File: config.mk
export PLATFORM = sky130hd
export DESIGN_NAME = i2s_left_extract_dc_blocker
export DESIGN_NICKNAME = d
export VERILOG_FILES = /design/src/hw/rtl/ilxdc_pkg.sv /design/src/hw/rtl/i2s_left_extract_dc_blocker.sv /design/src/hw/rtl/ilxdc_align.sv /design/src/hw/rtl/ilxdc_filter.sv
export SDC_FILE = /design/constraint.sdc
export NUM_CORES = 2
export LEC_CHECK = 0
export ABC_CLOCK_PERIOD_IN_PS = 9300
export BUFFER_PORTS_ARGS = -buffer_cell sky130_fd_sc_hd__buf_2
export CAP_MARGIN = 0
export CELL_PAD_IN_SITES_DETAIL_PLACEMENT = 2
export CELL_PAD_IN_SITES_GLOBAL_PLACEMENT = 2
export CORE_MARGIN = 2
export CORE_UTILIZATION = 38
export DETAILED_ROUTE_END_ITERATION = 7
export PLACE_DENSITY = 0.89
export SLEW_MARGIN = 15
export SYNTH_ARGS = -nofsm -noshare
export SYNTH_HDL_FRONTEND = slang
export SYNTH_SLANG_ARGS = --single-unit
File: constraint.sdc
create_clock -name clock -period 9.3 [get_ports clock]
set_input_delay 0.93 -clock clock [delete_from_list [all_inputs] [get_ports clock]]
set_output_delay 0.93 -clock clock [all_outputs]
set_load 0.05 [all_outputs]
File: src/hw/rtl/ilxdc_pkg.sv
// ----------------------------------------------------------------------------
// ilxdc_pkg
// Shared types and constants of the I2S left-channel extractor with DC blocker.
// ----------------------------------------------------------------------------
`default_nettype none

package ilxdc_pkg;

   // Configuration register indexes
   localparam int unsigned CSR_INDEX_W = 1;
   localparam logic [CSR_INDEX_W-1:0] CSR_BUFFER_HALFWORDS = 1'd0;
   localparam logic [CSR_INDEX_W-1:0] CSR_ALPHA_Q24        = 1'd1;
   localparam int unsigned CSR_DATA_W = 24;

   localparam logic [15:0] BUFFER_HALFWORDS_RESET = 16'd4096;
   localparam logic [23:0] ALPHA_Q24_RESET        = 24'd16773861;

   // Filter accumulator and intermediate widths
   localparam int unsigned ACC_W  = 40;
   localparam int unsigned HALF_W = ACC_W / 2;
   localparam int unsigned PP_W   = HALF_W + 24;
   localparam int unsigned PROD_W = ACC_W + 24;
   localparam int unsigned SUM_W  = PROD_W + 2;

   localparam logic signed [ACC_W-1:0] ACC_MAX = {1'b0, {(ACC_W-1){1'b1}}};
   localparam logic signed [ACC_W-1:0] ACC_MIN = {1'b1, {(ACC_W-1){1'b0}}};

   localparam logic [15:0] SAMPLE_MAX  = 16'h7FFF;
   localparam logic [15:0] SAMPLE_MIN  = 16'h8000;
   localparam logic [ACC_W-1:0] MAG_POS_LIMIT = ACC_W'(32767);
   localparam logic [ACC_W-1:0] MAG_NEG_LIMIT = ACC_W'(32768);

   // One beat leaving the alignment stage
   typedef struct packed {
      logic               take;
      logic               restart;
      logic               last;
      logic signed [15:0] x;
   } smp_type;

   // One filtered result
   typedef struct packed {
      logic        last;
      logic [15:0] sample;
   } res_type;

endpackage

`default_nettype wire

File: src/hw/rtl/i2s_left_extract_dc_blocker.sv
// ----------------------------------------------------------------------------
// i2s_left_extract_dc_blocker
// Left sample extraction from raw I2S halfwords with a DC blocking filter.
// ----------------------------------------------------------------------------
// One halfword beat is accepted per clock while the pipeline has room. A beat
// passes three registers: the alignment stage, the feedback multiply (|y| *
// alpha split into two 20x24 partial products) and the accumulate/saturate
// stage that loads the result register. Samples of a buffer are at least two
// beats apart, which lets the filter history settle between them with no
// stall. Backpressure on rsp_ holds the result register, and a combinational
// ready chain stalls the full stages behind it; req_ keeps taking beats while
// a stage has room. Write csr_ registers only while the block is idle.
// ----------------------------------------------------------------------------
`default_nettype none

module i2s_left_extract_dc_blocker #(
   parameter int unsigned COEF_FRAC_BITS = 24,
   parameter int unsigned ACC_FRAC_BITS  = 16
) (
   input  wire logic        clock,
   input  wire logic        reset,
   input  wire logic        csr_wen,
   input  wire logic [0:0]  csr_index,
   input  wire logic [23:0] csr_wdata,
   input  wire logic        req_tvalid,
   output logic             req_tready,
   input  wire logic [15:0] req_tdata,   // [15:0] halfword
   input  wire logic [1:0]  req_tuser,   // [0] buffer_start, [1] restart
   output logic             rsp_tvalid,
   input  wire logic        rsp_tready,
   output logic [15:0]      rsp_tdata,   // [15:0] sample
   output logic             rsp_tlast    // last_in_buffer
);

   logic [15:0] buf_hw_ff;
   logic [23:0] alpha_ff;
   logic        rsp_valid_ff, rsp_valid_in;
   logic [15:0] rsp_data_ff;
   logic        rsp_last_ff;

   logic               s1_valid, s1_ready;
   ilxdc_pkg::smp_type s1_beat;
   logic               res_valid, res_ready;
   ilxdc_pkg::res_type res_beat;
   logic               s2_take_busy;
   logic               out_load;

   always_ff @(posedge clock) begin
      if (reset) begin
         buf_hw_ff <= ilxdc_pkg::BUFFER_HALFWORDS_RESET;
         alpha_ff  <= ilxdc_pkg::ALPHA_Q24_RESET;
      end else if (csr_wen) begin
         case (csr_index)
            ilxdc_pkg::CSR_BUFFER_HALFWORDS: buf_hw_ff <= csr_wdata[15:0];
            ilxdc_pkg::CSR_ALPHA_Q24:        alpha_ff  <= csr_wdata;
            default: ;
         endcase
      end
   end

   ilxdc_align u_align (
      .clock            (clock),
      .reset            (reset),
      .buffer_halfwords (buf_hw_ff),
      .req_tvalid       (req_tvalid),
      .req_tready       (req_tready),
      .req_tdata        (req_tdata),
      .req_tuser        (req_tuser),
      .s1_valid         (s1_valid),
      .s1_ready         (s1_ready),
      .s1_beat          (s1_beat)
   );

   ilxdc_filter #(
      .COEF_FRAC_BITS (COEF_FRAC_BITS),
      .ACC_FRAC_BITS  (ACC_FRAC_BITS)
   ) u_filter (
      .clock        (clock),
      .reset        (reset),
      .alpha_q24    (alpha_ff),
      .s1_valid     (s1_valid),
      .s1_ready     (s1_ready),
      .s1_beat      (s1_beat),
      .res_valid    (res_valid),
      .res_ready    (res_ready),
      .res_beat     (res_beat),
      .s2_take_busy (s2_take_busy)
   );

   assign res_ready = !rsp_valid_ff || rsp_tready;
   assign out_load  = res_valid && res_ready;

   always_comb begin
      if (out_load) begin
         rsp_valid_in = 1'b1;
      end else if (rsp_tready) begin
         rsp_valid_in = 1'b0;
      end else begin
         rsp_valid_in = rsp_valid_ff;
      end
   end

   always_ff @(posedge clock) begin
      if (reset) begin
         rsp_valid_ff <= 1'b0;
      end else begin
         rsp_valid_ff <= rsp_valid_in;
      end
   end

   always_ff @(posedge clock) begin
      if (out_load) begin
         rsp_data_ff <= res_beat.sample;
         rsp_last_ff <= res_beat.last;
      end
   end

   assign rsp_tvalid = rsp_valid_ff;
   assign rsp_tdata  = rsp_data_ff;
   assign rsp_tlast  = rsp_last_ff;

   // two samples never sit in adjacent stages; the feedback relies on it
   a_no_adjacent_samples: assert property (@(posedge clock) disable iff (reset)
      (s1_valid && s1_beat.take) |-> !s2_take_busy)
      else $error("sample in alignment stage while filter stage holds a sample");

   a_ready_when_empty: assert property (@(posedge clock) disable iff (reset)
      !s1_valid |-> req_tready)
      else $error("input stalled with empty alignment stage");

   a_result_loaded: assert property (@(posedge clock) disable iff (reset)
      out_load |=> (rsp_tvalid && rsp_tlast == $past(res_beat.last)))
      else $error("filtered sample not presented after load");

endmodule

`default_nettype wire

File: src/hw/rtl/ilxdc_align.sv
// ----------------------------------------------------------------------------
// ilxdc_align
// Buffer position tracking, alignment offset choice and left sample pick.
// ----------------------------------------------------------------------------
`default_nettype none

module ilxdc_align (
   input  wire logic                clock,
   input  wire logic                reset,
   input  wire logic [15:0]         buffer_halfwords,
   input  wire logic                req_tvalid,
   output logic                     req_tready,
   input  wire logic [15:0]         req_tdata,   // [15:0] halfword
   input  wire logic [1:0]          req_tuser,   // [0] buffer_start, [1] restart
   output logic                     s1_valid,
   input  wire logic                s1_ready,
   output ilxdc_pkg::smp_type       s1_beat
);

   logic [15:0]        pos_ff, pos_in;
   logic [1:0]         off_ff, off_in;
   logic [13:0]        taken_ff, taken_in;
   logic [13:0]        limit_ff, limit_in;
   logic [15:0]        first_ff, first_in;
   logic               s1_valid_ff, s1_valid_in;
   ilxdc_pkg::smp_type s1_beat_ff, s1_beat_in;

   logic        accept;
   logic [15:0] p;
   logic        in_range;
   logic [1:0]  off_new;
   logic [2:0]  need;
   logic [15:0] room;
   logic [13:0] limit_calc;
   logic        cand;
   logic [15:0] value;
   logic        take;

   assign req_tready = !s1_valid_ff || s1_ready;
   assign accept     = req_tvalid && req_tready;

   always_comb begin
      p        = req_tuser[0] ? 16'd0 : pos_ff;
      pos_in   = pos_ff;
      off_in   = off_ff;
      taken_in = taken_ff;
      limit_in = limit_ff;
      first_in = first_ff;
      in_range = p < buffer_halfwords;

      // offset and end trim from the first two halfwords
      if (first_ff == 16'd0 && req_tdata != 16'd0) begin
         off_new = 2'd1;
         need    = 3'd2;
      end else if (first_ff == 16'd0) begin
         off_new = 2'd2;
         need    = 3'd2;
      end else if (req_tdata == 16'd0) begin
         off_new = 2'd3;
         need    = 3'd4;
      end else begin
         off_new = 2'd0;
         need    = 3'd0;
      end
      room       = buffer_halfwords - 16'(need);
      limit_calc = (buffer_halfwords >= 16'(need)) ? room[15:2] : 14'd0;

      cand  = 1'b0;
      value = req_tdata;
      if (p == 16'd1) begin
         if (off_new == 2'd0) begin
            cand  = 1'b1;
            value = first_ff;
         end else if (off_new == 2'd1) begin
            cand = 1'b1;
         end
      end else if (p >= 16'd2 && p[1:0] == off_ff) begin
         cand = 1'b1;
      end

      if (p == 16'd1) begin
         limit_in = limit_calc;
      end
      take = in_range && cand && (taken_ff < limit_in);

      if (accept) begin
         pos_in = (p != 16'hFFFF) ? p + 16'd1 : p;
         if (in_range) begin
            if (p == 16'd0) begin
               first_in = req_tdata;
               taken_in = 14'd0;
               limit_in = 14'd0;
               off_in   = 2'd0;
            end else if (p == 16'd1) begin
               off_in = off_new;
            end
            if (take) begin
               taken_in = taken_ff + 14'd1;
            end
         end
      end else begin
         limit_in = limit_ff;
      end

      s1_beat_in.take    = take;
      s1_beat_in.restart = req_tuser[1];
      s1_beat_in.last    = (taken_ff + 14'd1) == limit_in;
      s1_beat_in.x       = $signed(value);

      if (accept) begin
         s1_valid_in = 1'b1;
      end else if (s1_ready) begin
         s1_valid_in = 1'b0;
      end else begin
         s1_valid_in = s1_valid_ff;
      end
   end

   always_ff @(posedge clock) begin
      if (reset) begin
         pos_ff      <= '0;
         off_ff      <= '0;
         taken_ff    <= '0;
         limit_ff    <= '0;
         first_ff    <= '0;
         s1_valid_ff <= 1'b0;
      end else begin
         pos_ff      <= pos_in;
         off_ff      <= off_in;
         taken_ff    <= taken_in;
         limit_ff    <= limit_in;
         first_ff    <= first_in;
         s1_valid_ff <= s1_valid_in;
      end
   end

   always_ff @(posedge clock) begin
      if (accept) begin
         s1_beat_ff <= s1_beat_in;
      end
   end

   assign s1_valid = s1_valid_ff;
   assign s1_beat  = s1_beat_ff;

endmodule

`default_nettype wire

File: src/hw/rtl/ilxdc_filter.sv
// ----------------------------------------------------------------------------
// ilxdc_filter
// DC blocker: split feedback multiply, then accumulate, saturate and truncate toward zero.
// ----------------------------------------------------------------------------
`default_nettype none

module ilxdc_filter #(
   parameter int unsigned COEF_FRAC_BITS = 24,
   parameter int unsigned ACC_FRAC_BITS  = 16
) (
   input  wire logic                clock,
   input  wire logic                reset,
   input  wire logic [23:0]         alpha_q24,
   input  wire logic                s1_valid,
   output logic                     s1_ready,
   input  wire ilxdc_pkg::smp_type  s1_beat,
   output logic                     res_valid,
   input  wire logic                res_ready,
   output ilxdc_pkg::res_type       res_beat,
   output logic                     s2_take_busy
);

   localparam int unsigned ACC_W  = ilxdc_pkg::ACC_W;
   localparam int unsigned HALF_W = ilxdc_pkg::HALF_W;
   localparam int unsigned PP_W   = ilxdc_pkg::PP_W;
   localparam int unsigned PROD_W = ilxdc_pkg::PROD_W;
   localparam int unsigned SUM_W  = ilxdc_pkg::SUM_W;

   logic signed [15:0]      prev_ff, prev_in;
   logic signed [ACC_W-1:0] acc_ff, acc_in;
   logic                    s2_valid_ff, s2_valid_in;
   logic                    s2_take_ff;
   logic                    s2_last_ff;
   logic [PP_W-1:0]         pp_hi_ff, pp_lo_ff;
   logic                    neg_ff;
   logic signed [16:0]      diff_ff;

   logic                    s2_advance;
   logic                    s1_move;
   logic signed [ACC_W-1:0] y;
   logic signed [15:0]      px;
   logic [ACC_W-1:0]        mag;
   logic [PROD_W-1:0]       prod;
   logic [PROD_W-1:0]       fb;
   logic signed [SUM_W-1:0] sdiff, sfb, sum;
   logic signed [ACC_W-1:0] acc_new;
   logic [ACC_W-1:0]        amag, ipart;
   logic [15:0]             sample;

   assign s2_advance = s2_valid_ff && (!s2_take_ff || res_ready);
   assign s1_ready   = !s2_valid_ff || s2_advance;
   assign s1_move    = s1_valid && s1_ready;

   // first half: history select and the two partial products of |y| * alpha
   always_comb begin
      y   = s1_beat.restart ? '0 : acc_ff;
      px  = s1_beat.restart ? '0 : prev_ff;
      mag = y[ACC_W-1] ? ACC_W'(-y) : ACC_W'(y);
   end

   // second half: recombine, accumulate, saturate, truncate toward zero
   always_comb begin
      prod  = {pp_hi_ff, {HALF_W{1'b0}}} + PROD_W'(pp_lo_ff);
      fb    = prod >> COEF_FRAC_BITS;
      sdiff = SUM_W'(diff_ff) <<< ACC_FRAC_BITS;
      sfb   = $signed({2'b00, fb});
      sum   = neg_ff ? sdiff - sfb : sdiff + sfb;
      if (sum > SUM_W'(ilxdc_pkg::ACC_MAX)) begin
         acc_new = ilxdc_pkg::ACC_MAX;
      end else if (sum < SUM_W'(ilxdc_pkg::ACC_MIN)) begin
         acc_new = ilxdc_pkg::ACC_MIN;
      end else begin
         acc_new = ACC_W'(sum);
      end
      amag  = acc_new[ACC_W-1] ? ACC_W'(-acc_new) : ACC_W'(acc_new);
      ipart = amag >> ACC_FRAC_BITS;
      if (!acc_new[ACC_W-1]) begin
         sample = (ipart > ilxdc_pkg::MAG_POS_LIMIT) ? ilxdc_pkg::SAMPLE_MAX : ipart[15:0];
      end else begin
         sample = (ipart > ilxdc_pkg::MAG_NEG_LIMIT) ? ilxdc_pkg::SAMPLE_MIN
                                                     : 16'(-ipart[15:0]);
      end
   end

   always_comb begin
      prev_in = prev_ff;
      acc_in  = acc_ff;
      if (s2_advance && s2_take_ff) begin
         acc_in = acc_new;
      end
      // a restart behind the retiring sample clears after it
      if (s1_move && s1_beat.restart) begin
         acc_in  = '0;
         prev_in = '0;
      end
      if (s1_move && s1_beat.take) begin
         prev_in = s1_beat.x;
      end

      if (s1_move) begin
         s2_valid_in = 1'b1;
      end else if (s2_advance) begin
         s2_valid_in = 1'b0;
      end else begin
         s2_valid_in = s2_valid_ff;
      end
   end

   always_ff @(posedge clock) begin
      if (reset) begin
         prev_ff     <= '0;
         acc_ff      <= '0;
         s2_valid_ff <= 1'b0;
         s2_take_ff  <= 1'b0;
      end else begin
         prev_ff     <= prev_in;
         acc_ff      <= acc_in;
         s2_valid_ff <= s2_valid_in;
         if (s1_move) begin
            s2_take_ff <= s1_beat.take;
         end
      end
   end

   always_ff @(posedge clock) begin
      if (s1_move) begin
         s2_last_ff <= s1_beat.last;
         pp_hi_ff   <= PP_W'(mag[ACC_W-1:HALF_W]) * PP_W'(alpha_q24);
         pp_lo_ff   <= PP_W'(mag[HALF_W-1:0]) * PP_W'(alpha_q24);
         neg_ff     <= y[ACC_W-1];
         diff_ff    <= {s1_beat.x[15], s1_beat.x} - {px[15], px};
      end
   end

   assign res_valid       = s2_valid_ff && s2_take_ff;
   assign res_beat.sample = sample;
   assign res_beat.last   = s2_last_ff;
   assign s2_take_busy    = s2_valid_ff && s2_take_ff;

endmodule

`default_nettype wire

==> run metrics, run 1 <==
number of instances in the placed design 7818; Ports between 60 and 70; post-GRT worst EP u_filter.pp_hi_ff[43]$_DFFE_PP_/D; Clk Tree Root Cell clkbuf_16; number of distinct library cells after synthesis 99; area of placed instances ~0.055 mm^2; tool error [ERROR GRT-0232] Routing congestion too high. Check the congestion heatmap in the GUI.; Post-synth EDFFs 123; maximum level of the CTS H-tree 2; Max clock buf depth 3; remaining global-route overflow 304; portion of the post-synthesis area used by sequential elements 0.1367; basic-gate share of the synthesized area counting and, or, nand and nor cells 0.1957; floorplan die height 369.4 um; Synth Flop Type dfxtp_1; Seq cells post-synth 285; Syn Std Cell Area 0.05075 mm^2; largest family of logic cells by synthesized area adder cells; horizontal die dimension 369.4 um; gate count after technology mapping 5949; worst_ep kind sequential cell input; stage at which the flow ended global routing (5_1_grt); clock buffers created by TritonCTS 38; Core Rows 134; Synth Area in Adders 0.4176; result of the run aborted with a tool error; placer congestion estimate 0.9244; number of sinks handled by clock tree synthesis 285; fraction of the mapped netlist area in compound gates 0.1117; post-synthesis area per instance roughly 8.5 um^2; largest net degree at the start of global routing 78; global routing usage summed across all routing layers 0.7271; Starting Density 0.3817; proportion of register bits with asynchronous set or reset after synthesis 0; xor/xnor cell area share of the yosys netlist 0.03950; multiplexer share of the synthesized area 0.006780; count of yosys warnings during synthesis 0; net count of the mapped netlist 7219; Post-Place Worst Slack -1.349 ns; count of port buffers added during placement 66; Final HPWL DP 196.4 mm
cells in the mapped netlist, drive strengths merged, types with 48 or more instances:
| cell | instances | area share |
|---|---|---|
| o21ai | 155 | 0.015 |
| nor2b | 79 | 0.0097 |
| a21oi | 241 | 0.024 |
| xnor2 | 139 | 0.024 |
| o21a | 48 | 0.0071 |
| xor2 | 89 | 0.015 |
| dfxtp | 162 | 0.064 |
| nor3 | 81 | 0.0081 |
| nand2 | 910 | 0.067 |
| fa | 786 | 0.31 |
| inv | 925 | 0.068 |
| nand3 | 75 | 0.0075 |
| edfxtp | 123 | 0.073 |
| nor2 | 325 | 0.024 |
| ha | 436 | 0.11 |
| clkbuf | 301 | 0.022 |
| and2 | 350 | 0.043 |
cells by family after synthesis:
logic type,after synthesis
and+or+nand+nor,2086
AOI/OAI and AO/OA,855
DFF,285
adders and majority gates,1222
muxes,32
xor gates and xnor gates,228
buffers and inverters,1241
per-stage QoR:
step	util	hold WS (ns)
2_1_floorplan	-	0.4003
3_3_place_gp	0.4135	0.4022
3_5_place_dp	0.4135	0.4305
4_1_cts	0.4372	0.4555
what timing repair did:
item                       4_1_cts
buffers inserted                49
pin swaps                      191
hold buffers                     0
setup endpoints to repair       73
gates resized for setup        370
per-layer routing:
| layer | track usage | GRT overflow |
|---|---|---|
| met5 | 0.4174 | 0 |
| met4 | 0.7322 | 108 |
| met3 | 0.5843 | 44 |
| met2 | 0.8901 | 122 |
| met1 | 0.7055 | 30 |
==> run 2, diff against run 1 <==
--- a/config.mk
+++ b/config.mk
@@ -5,15 +5,13 @@
 export SDC_FILE = /design/constraint.sdc
 export NUM_CORES = 2
 export LEC_CHECK = 0
-export ABC_CLOCK_PERIOD_IN_PS = 9300
+export ABC_CLOCK_PERIOD_IN_PS = 12100
 export BUFFER_PORTS_ARGS = -buffer_cell sky130_fd_sc_hd__buf_2
 export CAP_MARGIN = 0
-export CELL_PAD_IN_SITES_DETAIL_PLACEMENT = 2
-export CELL_PAD_IN_SITES_GLOBAL_PLACEMENT = 2
 export CORE_MARGIN = 2
-export CORE_UTILIZATION = 38
+export CORE_UTILIZATION = 28
 export DETAILED_ROUTE_END_ITERATION = 7
-export PLACE_DENSITY = 0.89
+export PLACE_DENSITY_LB_ADDON = 0.15
 export SLEW_MARGIN = 15
 export SYNTH_ARGS = -nofsm -noshare
 export SYNTH_HDL_FRONTEND = slang
==> constraint.sdc (replaced) <==
create_clock -name clock -period 12.1 [get_ports clock]
set_input_delay 1.21 -clock clock [delete_from_list [all_inputs] [get_ports clock]]
set_output_delay 1.21 -clock clock [all_outputs]
set_load 0.05 [all_outputs]
==> run 2 against run 1 <==
The flow now finishes without violations; synthesized area did not move; synthesized cell count did not move.
==> run metrics, run 2 <==
normalized max-slew margin 0.1629; cell taking the most area after synthesis fa_1; initial DRC count about 2700; Final HPWL DP 133.8 mm; area added between synthesis and finish 8.733%; drt drc 0; post-route non-filler standard cell count between 8000 and 9000; number of antenna-violating nets in the routed design 0; ranking of synthesized cells by area fa_1 31%, ha_1 11%, edfxtp_1 7.3%; final routed wirelength across all metal layers 169.6 mm; Pwr Density 59.29 mW/mm^2; Post-Place Worst Slack between 0.8 and 0.9 ns; Worst-Skew Late Latency 0.57 ns; WP data arrival 11.56 ns; Post-CTS Hold Fix Bufs 0; result of the run complete, no violations; most common cell after layout, fill and taps aside inv_1; Top cell by count, worst path fa_1; Final setup violation count 0; Ports 67; max FFs per register 44; clock buffers created by TritonCTS 37; Crit path max-delay family compound AO/OA/AOI/OAI gates; WS Path Type register to register; floorplan die height approximately 430 um; number of max-cap violations 0; Post-synth EDFFs between 100 and 150; buffers inserted by post-CTS timing repair 0; number of distinct library cells after synthesis 99; RSZ-0062 raised after global routing false; least setup slack across all paths after layout roughly 0.85 ns; Core Rows 156; Die Outline Area 0.1847 mm^2; Syn Std Cell Area around 0.05 mm^2; fraction of final layout cells sized beyond drive strength 1 0.06517; part of the cycle the worst path needs 0.9294; data required time at the worst endpoint 12.41 ns; count of port buffers added during placement 66; kind of capture point of the worst setup path register; post-detailed-route wirelength per cell 20.52 um; number of fill cells approximately 19000; leading cell types in the layout, fill and taps excluded 924 x inv_1, 909 x nand2_1, 786 x fa_1; portion of synthesized cell area occupied by the leading cell type 0.3101; proportion of register bits with asynchronous set or reset after synthesis 0; global routing usage summed across all routing layers 0.1856; maximum vdd ir drop 74.25 uV; number of nets in the layout 7133; gate count after technology mapping 5949; area of placed instances 0.05394 mm^2; top register by number of flip-flops u_filter.pp_hi_ff; clock-pin slew on the worst setup and hold paths 0.06 ns; wire length of the first global-routing pass 266.3 mm; horizontal die dimension 429.7 um; upper clock frequency limit approximately 90 MHz; transition time at the pin with the least slew margin 1.256 ns; static leakage 26.00 nW; buffers and inverters on the worst path 6; Hold Fails Final Rpt 0; worst hold path class register to register; total via count after detailed routing about 40000; Post-Route Setup TNS 0 ns; leading cell type by number of instances after synthesis inv_1; biggest cell delay along the critical path slightly above 0.6 ns; final max-slew violation count 0; critical path peak fanout 17; routed vias/inst 4.887; via count of the first global-routing pass between 40000 and 50000; leading post-synthesis cells by instance count 925 x inv_1, 909 x nand2_1, 786 x fa_1; Clk Tree Root Cell clkbuf_16; net count of the mapped netlist 7219; post-cts repair resize count 0; registers with the highest flip-flop counts u_filter.pp_hi_ff x44, u_filter.acc_ff x40; standard cell with the maximum stage delay on the critical path edfxtp_1; clock tree from TritonCTS done; Max clock buf depth 3; Synth Flop Type dfxtp_1; portion of the post-synthesis area used by sequential elements 0.1367; number of sinks handled by clock tree synthesis 285; Starting Density 0.2814; number of search-and-repair iterations in the first detailed-routing pass 6; placeable core region 0.1804 mm^2; post-synthesis area per instance 8.530 um^2; number of instances in the placed design 8194; maximum level of the CTS H-tree 2; placer congestion estimate 0.8900; Tmin final 11.25 ns; Design Area, Final 0.05518 mm^2; Worst Clk Skew 0.03005 ns; largest net degree at the start of global routing 74; remaining global-route overflow 0; number of antenna violations at the first check in global routing 11; critical path launch point type register; count of yosys warnings during synthesis 0; Seq cells post-synth roughly 290
## run 2: cell counts after synthesis
No cell type changed its count.
## run 2: layout make-up
class	count	area [um^2]	share of cell area
multi-input cells	4423	39270	0.7117
flip-flops and latches	285	6965	0.1262
inverters	926	3476	0.06299
well taps	2370	2965	0.05374
repair buffers	190	1264	0.02290
clock buffers	56	1110	0.02011
clock inverters	12	118.9	0.002154
diodes	4	10.01	0.0001814
## run 2: cell families after synthesis
logic type	after synthesis	synth area share
simple gates	2086	0.1957
buf+inv	1241	0.09201
fa+ha+maj	1222	0.4176
compound gates	855	0.1117
flops	285	0.1367
xor+xnor	228	0.03950
mux	32	0.006780
## run 2: per-layer routing
metal  vias up  share of wire  wire length [um]  global-route usage
li1      18940              -                 -                   -
met5         -              0                 0                   0
met4         0          0.017              2938             0.03094
met1     20540           0.48             81410              0.2666
met3       134          0.037              6252             0.01751
met2       779           0.47             78980              0.3059
## run 2: path summary, 6_finish.rpt
kind | start | cells after the start | slack, ns | to
setup reg to reg | u_align.s1_beat[17]$_DFFE_PP_ | 39 | 0.85 | u_filter.pp_hi_ff[42]$_DFFE_PP_
setup / recovery | u_align.s1_beat[17]$_DFFE_PP_ | 39 | 0.85 | u_filter.pp_hi_ff[42]$_DFFE_PP_
hold reg to reg | u_align.s1_beat[16]$_DFFE_PP_ | 0 | 0.42 | u_filter.s2_last_ff$_DFFE_PP_
hold / removal | u_align.s1_beat[16]$_DFFE_PP_ | 0 | 0.42 | u_filter.s2_last_ff$_DFFE_PP_
## run 2: power breakdown
group	internal, mW	switching (mW)	leakage, nW
registers	1.05	0.0542	2.49
clock network	0.662	0.475	0.598
logic	0.335	0.700	22.9
total	2.04	1.23	26.0
## run 2: worst reg2reg max path: cells and delay by family (launching register included)
kind                       cells  cell delay (ns)
xor gates and xnor gates       2             0.20
adders and majority gates      9             4.08
and+or+nand+nor                5             0.94
DFF                            1             0.62
AOI/OAI and AO/OA             17             4.35
buffers and inverters          6             0.83
## run 2: metrics by stage
stage	hold slack, ns	utilization	total power, mW
2_1_floorplan	0.4003	-	1.761
3_3_place_gp	0.4017	0.2991	2.153
3_5_place_dp	0.4045	0.2991	2.150
4_1_cts	0.4176	0.3059	3.310
5_1_grt	0.4413	0.3059	3.451
6_report	0.4164	0.3060	3.272
Power figures use the tool's default switching activity.
